**config.mk**
```make
export PLATFORM = sky130hd
export DESIGN_NAME = plba_ctrl
export DESIGN_NICKNAME = d
export VERILOG_FILES = /design/src/rtl/core/plba_pkg.sv /design/src/rtl/core/plba_ctrl.sv
export SDC_FILE = /design/constraint.sdc
export NUM_CORES = 1
export LEC_CHECK = 0
export BUFFER_PORTS_ARGS = -buffer_cell sky130_fd_sc_hd__clkbuf_2
export CORE_MARGIN = 3
export CORE_UTILIZATION = 27
export DETAILED_ROUTE_END_ITERATION = 8
export SLEW_MARGIN = 0
export SYNTH_ARGS = -nofsm -noshare
export SYNTH_HDL_FRONTEND = slang
export SYNTH_SLANG_ARGS = --single-unit
```
**constraint.sdc**
```tcl
create_clock -name clk -period 3.9 [get_ports clk]
set_input_delay 0.195 -clock clk [delete_from_list [all_inputs] [get_ports clk]]
set_output_delay 0.195 -clock clk [all_outputs]
set_load 0.01 [all_outputs]
```
**src/rtl/core/plba_pkg.sv**
```systemverilog
`default_nettype none
package plba_pkg;

  localparam int unsigned MAX_PAGES_DEF   = 64;
  localparam int unsigned LARGE_SLOTS_DEF = 8;
  localparam int unsigned FENCE_BITS_DEF  = 64;

  localparam int unsigned PSIZE_W   = 25;
  localparam int unsigned SIZE_W    = 32;
  localparam int unsigned ALIGN_W   = 5;
  localparam int unsigned FENCE_W   = 64;
  localparam int unsigned PID_W     = 6;
  localparam int unsigned STATUS_W  = 2;
  localparam logic [PSIZE_W-1:0] PAGE_SIZE_RESET = 25'd65536;

  typedef enum logic [STATUS_W-1:0] {
    ST_OK         = 2'd0,
    ST_POOL_EMPTY = 2'd1,
    ST_LARGE_FULL = 2'd2
  } status_t;

  typedef enum logic {
    CMD_ALLOC   = 1'b0,
    CMD_CLEANUP = 1'b1
  } cmd_t;

  typedef enum logic [3:0] {
    S_IDLE,
    S_DECIDE,
    S_LARGE,
    S_DRAIN,
    S_PICK,
    S_RETIRE,
    S_DELFREE,
    S_DELQ,
    S_OUT
  } state_t;

  // Commands from the controller to the datapath.
  typedef struct packed {
    logic load;
    logic decide;
    logic large_step;
    logic drain_step;
    logic pick;
    logic retire_step;
    logic delfree_step;
    logic delq_step;
    logic finish_cleanup;
    logic out_load;
  } dp_cmd_t;

  // Status from the datapath to the controller.
  typedef struct packed {
    logic is_cleanup;
    logic is_large;
    logic need_page;
    logic large_done;
    logic drain_done;
    logic retire_done;
    logic delfree_done;
    logic delq_done;
  } dp_stat_t;

endpackage
`default_nettype wire

```
**src/rtl/core/plba_ctrl.sv**
```systemverilog
`default_nettype none
module plba_ctrl
  import plba_pkg::*;
(
  input  wire logic     clk,
  input  wire logic     rst_n,
  input  wire logic     in_valid,
  output logic          in_ready,
  output logic          out_valid,
  input  wire logic     out_ready,
  output dp_cmd_t       cmd,
  input  wire dp_stat_t stat
);

  state_t state_r, state_nxt;
  logic   out_valid_r, out_valid_nxt;

  // State and output-holding registers.
  always_ff @(posedge clk) begin
    if (!rst_n) begin
      state_r     <= S_IDLE;
      out_valid_r <= 1'b0;
    end else begin
      state_r     <= state_nxt;
      out_valid_r <= out_valid_nxt;
    end
  end

  assign out_valid = out_valid_r;

  // Next state and commands.
  always_comb begin
    state_nxt     = state_r;
    out_valid_nxt = out_valid_r;
    cmd           = '0;
    in_ready      = 1'b0;
    if (out_valid_r && out_ready) out_valid_nxt = 1'b0;
    unique case (state_r)
      S_IDLE: begin
        in_ready = 1'b1;
        if (in_valid) begin
          cmd.load  = 1'b1;
          state_nxt = S_DECIDE;
        end
      end
      S_DECIDE: begin
        cmd.decide = 1'b1;
        if (stat.is_cleanup)     state_nxt = S_RETIRE;
        else if (stat.is_large)  state_nxt = S_LARGE;
        else if (stat.need_page) state_nxt = S_DRAIN;
        else                     state_nxt = S_OUT;
      end
      S_LARGE: begin
        cmd.large_step = 1'b1;
        if (stat.large_done) state_nxt = S_OUT;
      end
      S_DRAIN: begin
        cmd.drain_step = 1'b1;
        if (stat.drain_done) state_nxt = S_PICK;
      end
      S_PICK: begin
        cmd.pick  = 1'b1;
        state_nxt = S_OUT;
      end
      S_RETIRE: begin
        cmd.retire_step = 1'b1;
        if (stat.retire_done) state_nxt = S_DELFREE;
      end
      S_DELFREE: begin
        cmd.delfree_step = 1'b1;
        if (stat.delfree_done) state_nxt = S_DELQ;
      end
      S_DELQ: begin
        cmd.delq_step = 1'b1;
        if (stat.delq_done) begin
          cmd.finish_cleanup = 1'b1;
          state_nxt          = S_OUT;
        end
      end
      S_OUT: begin
        if (!out_valid_r || out_ready) begin
          cmd.out_load  = 1'b1;
          out_valid_nxt = 1'b1;
          state_nxt     = S_IDLE;
        end
      end
      default: state_nxt = S_IDLE;
    endcase
  end

endmodule
`default_nettype wire

```
# Word level (Yosys, flattened, before mapping)
# Cells that the tools add are included.
[word_totals]
latchBits = 0
romBits = 0
reg_bits = 5
output_inout_bits = 12
ramBits = 0
memories = 0
[classes]
n_addsub = 0
n_bitwise = 0
div_mod_pow = 0
order_cmp = 0
shift = 0
multipliers = 0
muxes = 27
n_reduce_logical = 5
eq_ne = 15
[ops]
columns = ["op", "n"]
rows = [
  ["4-bit 2-to-1 mux", 10],
  ["4-bit one-hot mux with 9 select lines", 1],
  ["4-bit by 3-bit equality test with 1-bit output, second input constant", 4],
  ["1-bit 2-to-1 mux", 15],
  ["2-bit inequality test, second input constant", 7],
  ["4-bit by 2-bit equality test with 1-bit output, second input constant", 2],
  ["7-bit AND reduction", 1],
  ["4-bit by 1-bit equality test with 1-bit output, second input constant", 1],
  ["4-bit equality test, second input constant", 1],
  ["4-bit zero test", 1],
  ["2-bit 2-to-1 mux", 1],
  ["1-bit logical AND", 1],
  ["1-bit zero test", 1],
  ["1-bit logical OR", 1],
]

# Logic depth before layout (Yosys ltp)
# Gate-level depths: netlist of the first run.
[logic_depth]
ltp_word = 4
ltp_mapped = 5
mapped_depth_nobuf = 4

# Worst setup path after synthesis of the first run
# Ideal clock, no wire load.
[synth_path]
path_type = "register -> output"
start = "reg state_r[1]"
end = "out cmd[9] (netlist bit)"
path_slack_ps = 2407
required_ps = 3705
path_buffers = 1
stages_incl_launch_ff = 4
t_arrival_ps = 1298
path_cell_list = "dfxtp_1 clkbuf_1 nor4_1 and2_1"
[synth_lines]
columns = ["element", "line", "rtl"]
rows = [
  ["from (decl)", "plba_ctrl.sv:15", "state_t state_r, state_nxt;"],
  ["from (signal assigned)", "plba_ctrl.sv:24", "state_r <= state_nxt;"],
  ["to (decl)", "plba_ctrl.sv:11", "output dp_cmd_t cmd,"],
]

==> results of run 1 <==
## registers in the layout (all words and copies together) (netlist names)
register,flops
state_r,4
out_valid,1
## logic make-up after synthesis
kind of cell,after synthesis,share of synthesized area [%]
AOI/OAI and AO/OA,16,26.7
xor gates and xnor gates,1,1.87
buffers and inverters,6,6.15
DFF,5,21.4
muxes,4,8.56
and+or+nand+nor,29,35.3
## stage by stage
| stage | setup slack [ns] | utilization (%) | hold slack, ns | total power (uW) |
|---|---|---|---|---|
| finish | 2.10 | 38.6 | 0.229 | 177 |
| global route | 1.92 | 38.6 | 0.216 | 197 |
| CTS | 2.09 | 38.6 | 0.224 | 181 |
| detailed placement | 2.17 | 36.9 | 0.487 | 118 |
| global placement | 2.21 | 36.9 | 0.487 | 118 |
| floorplan | 2.41 | - | 0.313 | 99.9 |
## critical path, stage by stage, from the launching register on
cell and delay (ns):
dfxtp_1 0.65, nand2b_1 0.26, nor2_1 0.19, and2_1 0.14
clkbuf_2 0.12
## placed cells by master (no fill, tap or decap)
master     instances
and2_1             2
a2bb2oi_1          1
nand2_1            3
o2111a_1           1
a21o_1             1
nand2_2            1
a21oi_1            2
o21ba_1            1
nor2_1             5
nor3_1             5
nor2b_1            4
a311oi_1           1
and3_1             1
xor2_1             1
a22oi_1            1
o211ai_1           1
clkbuf_1           1
nor4_1             2
nand2b_1           4
dfxtp_1            5
or4_1              1
nor4b_2            1
o211a_2            1
o21ai_0            1
clkbuf_2          23
clkbuf_4           3
a211oi_1           1
inv_1              2
a31o_1             1
mux2i_1            4
o21a_1             2
o21bai_1           1
## report_power, final
group	internal, uW	switching [uW]	total, uW
combinational	26.4	24.8	51.2
sequential	54.5	11.7	66.2
clock	38.7	21.1	59.8
total	120	57.6	177
## worst paths after layout
check	end	startpoint
setup reg to reg	state_r[3]$_SDFFE_PN0P_	state_r[2]$_SDFFE_PN0P_
setup / recovery	cmd[1]	state_r[0]$_SDFFE_PN0P_
hold / removal	out_valid$_SDFF_PN0_	rst_n
hold reg to reg	out_valid$_SDFF_PN0_	out_valid$_SDFF_PN0_
## cell type report
type | instances | area (um2)
Tap cell | 16 | 20.0
Sequential cell | 5 | 100
Multi-Input combinational cell | 50 | 339
Inverter | 2 | 7.51
Clock buffer | 4 | 26.3
Timing Repair Buffer | 23 | 115
Fill cell | 174 | 968
## per-layer routing
layer	part of all wire, %	up-vias	GRT usage (%)
met2	47	15	16.8
met4	1.8	0	11.3
met1	47	234	14.0
met5	0	-	0
li1	-	269	-
met3	4.1	2	2.26
==> metrics, run 1 <==
Initial Util=29.7%; number of synthesized register bits=5; Setup Fix Bufs, Post-CTS=0; DRT iter0 DRCs=6; RSZ-0062 raised after global routing=false; clk sinks=5; top cells by area, synth=dfxtp_1 (21%), mux2i_1 (8.6%), nand2b_1 (5.3%); r2r worst-path depth=4; Routability Congestion=0.751; Synth area leader=dfxtp_1; non-filler cells, final=100; Worst Hold Class=in -> reg; vias in the first global route=425; status=completed; yosys warns=0; Worst slew margin=63.8%; DRC=0; Final Hold Vio Count=0; Mapped Nets=73; hold depth=2; share of layout cells above drive strength 1=34.5%; Worst-path clk slew=0.04 ns; Post-Syn Area=468 um2; leakage power=0.000288 uW; Worst-Skew Late Latency=0.24 ns; io pins=24; Worst Max-Slew Pin Slew=0.542 ns; Die Span X=47.6 um; final wirelength=1200 um; most frequent cells after synthesis=dfxtp_1 (5), nor2_1 (5), nor3_1 (5); min Tclk post-route=1.80 ns; Bufs on Longest Clock Path=2; # hold bufs at CTS=0; type of the worst setup path=reg -> out; via count=520; final setup violation count=0; Yosys top cell area share=21.4%; sequential fraction of the synthesis area=21.4%; R2R Setup Slk=2.15 ns; vias per cell=5.20; worst path arrival time=1.60 ns; Max IR drop VDD=0.139 mV; n_diodes=0; Mapped Cells=61; final period utilization=46.1%; placed insts=96; critical path required time=3.70 ns; post-synth cell types=32; TritonCTS clock tree=yes; first-pass GRT wire length=1770 um; total CTS buffers=3; async set-reset flop share out of synthesis=0%; count of input and output buffers=23; Worst Path Max Fanout=16; Area Growth Syn to Fin=29.9%; CTS root buf=clkbuf_4; Die Y=47.6 um; Power Dens Cells=291 nW/um2; startpoint types=flop; Pins Over Slew Limit=0; setup TNS=0 ns; post-route cell area=608 um2; gr ovfl total=0; initial antenna violation count=0; post-DP HPWL=883 um; crit end category=primary output; Final nets=97; largest net degree at the start of global routing=17; antenna-violating nets left=0; Routed WL per cell=12.0 um; achievable frequency=0.556 GHz; GRT Overall Usage=11.6%; Synth Area per Inst=7.67 um2; Cell Rows=14; Synth Flop Type=dfxtp_1; EDFF count, synth=0; drt first pass iters=4; H-tree levels=1; Clock Skew=0.000178 ns; DP Area=582 um2; core area=1580 um2; cts repair resizes=0; maxcap violations=0; Die ar.=2270 um2
Note: power is estimated with default switching activity, not from simulation.
==> inputs of run 2 (changes only) <==
--- a/config.mk
+++ b/config.mk
@@ -5,6 +5,7 @@
 export SDC_FILE = /design/constraint.sdc
 export NUM_CORES = 1
 export LEC_CHECK = 0
+export ABC_AREA = 1
 export BUFFER_PORTS_ARGS = -buffer_cell sky130_fd_sc_hd__clkbuf_2
 export CORE_MARGIN = 3
 export CORE_UTILIZATION = 27
==> constraint.sdc (replaced) <==
create_clock -name clk -period 1.85 [get_ports clk]
set_input_delay 0.0925 -clock clk [delete_from_list [all_inputs] [get_ports clk]]
set_output_delay 0.0925 -clock clk [all_outputs]
set_load 0.01 [all_outputs]
==> run 2 against run 1 <==
  * Clock skew is 0.0076 ns higher
  * Non-clock buffer count is the same
  * Sequential share of layout area is 1.4 points lower
  * Wire length rose by 2.1%
  * Global-route usage decreased by 0.56 points
  * Cell count is 40% higher
==> metrics, run 2 <==
total area of sequential cells=100 um2 (unchanged); Clock power frac=13.1% (-21 points); sequential fraction of the synthesis area=20.3% (-1.1 points); total CTS buffers=3 (unchanged); Worst Hold Class=in -> reg; Mapped Cells=89 (+46%); Final Hold Vio Count=0 (unchanged); sequential share of power=21.7% (-16 points); Biggest register=state_r; antenna-violating nets left=0 (unchanged); vias per cell=4.13 (-21%); Pins Over Slew Limit=0 (unchanged); Worst-path clk slew=0.05 ns (about the same); maxcap violations=0 (unchanged); P_sw=494 uW (+760%); worst setup margin=0.513 ns (-1.59 ns); final wirelength=1220 um (+2.1%); EDFF count, synth=0 (unchanged); RSZ-0062 raised after global routing=false; DRT iter0 DRCs=15 (+9); first-pass GRT wire length=2120 um (+19%); TritonCTS clock tree=yes; Die Span X=48.8 um (+2.4%); cts repair resizes=0 (unchanged); achievable frequency=0.748 GHz; Initial Util=30.7% (+0.99 points); Power Dens Cells=1440 nW/um2 (+400%); Post-Syn Area=494 um2 (+5.6%); top cells by area, synth=dfxtp_1 (20%), inv_1 (14%), nand2_1 (13%); vias in the first global route=524 (+23%); Cell Rows=14 (unchanged); min Tclk post-route=1.34 ns; Setup crit start=state_r[2]$_SDFFE_PN0P_; sw frac=51.4% (+19 points); Slowest-stage cell, CP=dfxtp_1; Worst-Skew Late Latency=0.24 ns (about the same); Die Y=48.8 um (+2.4%); post-DP HPWL=1030 um (+16%); number of buffers and inverters on the critical path=1 (unchanged); CTS root buf=clkbuf_4; Synth area leader=dfxtp_1; core area=1610 um2 (+2.2%); leakage power=0.000436 uW (+51%); # hold bufs at CTS=0 (unchanged); Final nets=129 (+33%); share of layout cells above drive strength 1=33.6% (-0.90 points); GRT Overall Usage=11.1% (-0.56 points); Worst slew margin=81.9% (+18 points); DRC=0 (unchanged); Routed WL per cell=8.71 um (-27%); setup TNS=0 ns (unchanged); Bufs on Longest Clock Path=2 (unchanged); clk sinks=5 (unchanged); Yosys top cell area share=20.3% (-1.1 points); Post-Place Worst Slack=0.607 ns (-1.57 ns); startpoint types=flop; Max IR drop VDD=0.703 mV (+410%); Worst Max-Slew Pin Slew=0.271 ns (-0.271 ns); Cell Int Power=467 uW (+290%); commonest non-fill, non-tap cells in the layout=clkbuf_2 (23), inv_1 (18), nand2_1 (17), nor2_1 (17), nand3_1 (10); max FFs per register=4 (unchanged); Mapped Nets=101 (+38%); Die ar.=2380 um2 (+4.9%); commonest non-fill, non-tap cell in the layout=clkbuf_2; Synth Flop Type=dfxtp_1; gr ovfl total=0 (unchanged); n_diodes=0 (unchanged); FILL cells=182 (+4.6%); via count=578 (+11%); Setup Fix Bufs, Post-CTS=0 (unchanged); type of the worst setup path=reg -> out; Worst path top cell family by delay=simple AND/OR/NAND/NOR gates; worst-path cell chain=nor2_2 -> nand2_1 -> nor2_1 -> clkbuf_2; Clock Skew=0.00781 ns (+0.00763 ns); most common cell in the netlist=inv_1; final period utilization=72.3%; io pins=24 (unchanged); drt first pass iters=4 (unchanged); initial antenna violation count=0 (unchanged); status=completed; Worst R2R Start=state_r[2]$_SDFFE_PN0P_; yosys warns=0 (unchanged); final setup violation count=0 (unchanged); worst min-delay path startpoint=rst_n; async set-reset flop share out of synthesis=0% (unchanged); Combinational Power Share=65.2% (+36 points); number of synthesized register bits=5 (unchanged); Routability Congestion=0.795 (+5.7%); Area Growth Syn to Fin=34.7%; critical path required time=1.76 ns (-1.94 ns); Synth Area per Inst=5.55 um2 (-28%); post-synth cell types=13 (-59%); slowest cell delay on critical path=0.35 ns (-0.30 ns); Worst Path Max Fanout=7 (-9); H-tree levels=1 (unchanged); most frequent cells after synthesis=inv_1 (18), nand2_1 (17), nor2_1 (17), nand3_1 (10), dfxtp_1 (5); crit end category=primary output; largest net degree at the start of global routing=9 (-8); count of input and output buffers=23 (unchanged); worst path arrival time=1.24 ns (-0.36 ns); area of the multi-input gates=315 um2 (-7.0%); Finished Core Util=41.3% (+2.7 points)
==> run 2: changes by cell type after synthesis, moves of 5 or more <==
cell / delta
nand2_1: +14
nor3_1: -5
inv_1: +16
nand3_1: +10
nor2_1: +12
==> run 2: final cells by class <==
class                   count  share of cell area [%]
multi-input cells          63                    47.4
well taps                  24                    4.51
inverters                  21                    11.8
repair buffers             23                    17.3
clock buffers               4                    3.95
flip-flops and latches      5                    15.0
==> run 2: final timing paths <==
| kind | endpoint | slack [ns] | depth (start not counted) |
|---|---|---|---|
| worst max-delay path | cmd[9] | 0.51 | 4 |
| worst min-delay path | state_r[1]$_SDFFE_PN0P_ | 0.11 | 3 |
| worst max register to register | state_r[3]$_SDFFE_PN0P_ | 0.61 | 7 |
| worst min register to register | state_r[2]$_SDFFE_PN0P_ | 0.57 | 2 |
==> run 2: stage by stage <==
stage / cell area, um2 / hold slack (ns) / instances / total power (uW)
floorplan: 494 / 0.213 / 89 / 667
global placement: 639 / 0.373 / 136 / 843
global route: 666 / 0.138 / 140 / 1080
detailed placement: 639 / 0.370 / 136 / 846
CTS: 666 / 0.114 / 140 / 975
finish: 666 / 0.115 / 140 / 961
==> run 2: worst reg2reg max path, stage by stage (launching register included) <==
cell and delay (ns):
dfxtp_1 0.41, inv_2 0.07, nor2_4 0.15, nand2_2 0.12
nor2_4 0.12, nor2_4 0.07, a21oi_1 0.14, nor2_1 0.06
==> run 2: cell families after synthesis <==
family / Yosys count / share of synthesized area [%]
simple gates: 57 / 57.2
buf+inv: 21 / 15.9
compound gates: 6 / 6.58
flops: 5 / 20.3
==> run 2: per-layer routing <==
layer | GRT usage, % | routed length (um)
met2 | 17.6 | 565
met3 | 5.50 | 65
met5 | 0 | 0
met4 | 1.42 | 0
met1 | 13.7 | 589
==> run 2: power groups by stage <==
stage	Sequential (uW)	Combinational [uW]	Clock, uW
5_1_grt	217	719	140
3_3_place_gp	209	633	0
2_1_floorplan	202	466	0
3_5_place_dp	210	636	0
4_1_cts	208	638	130
6_report	208	627	126
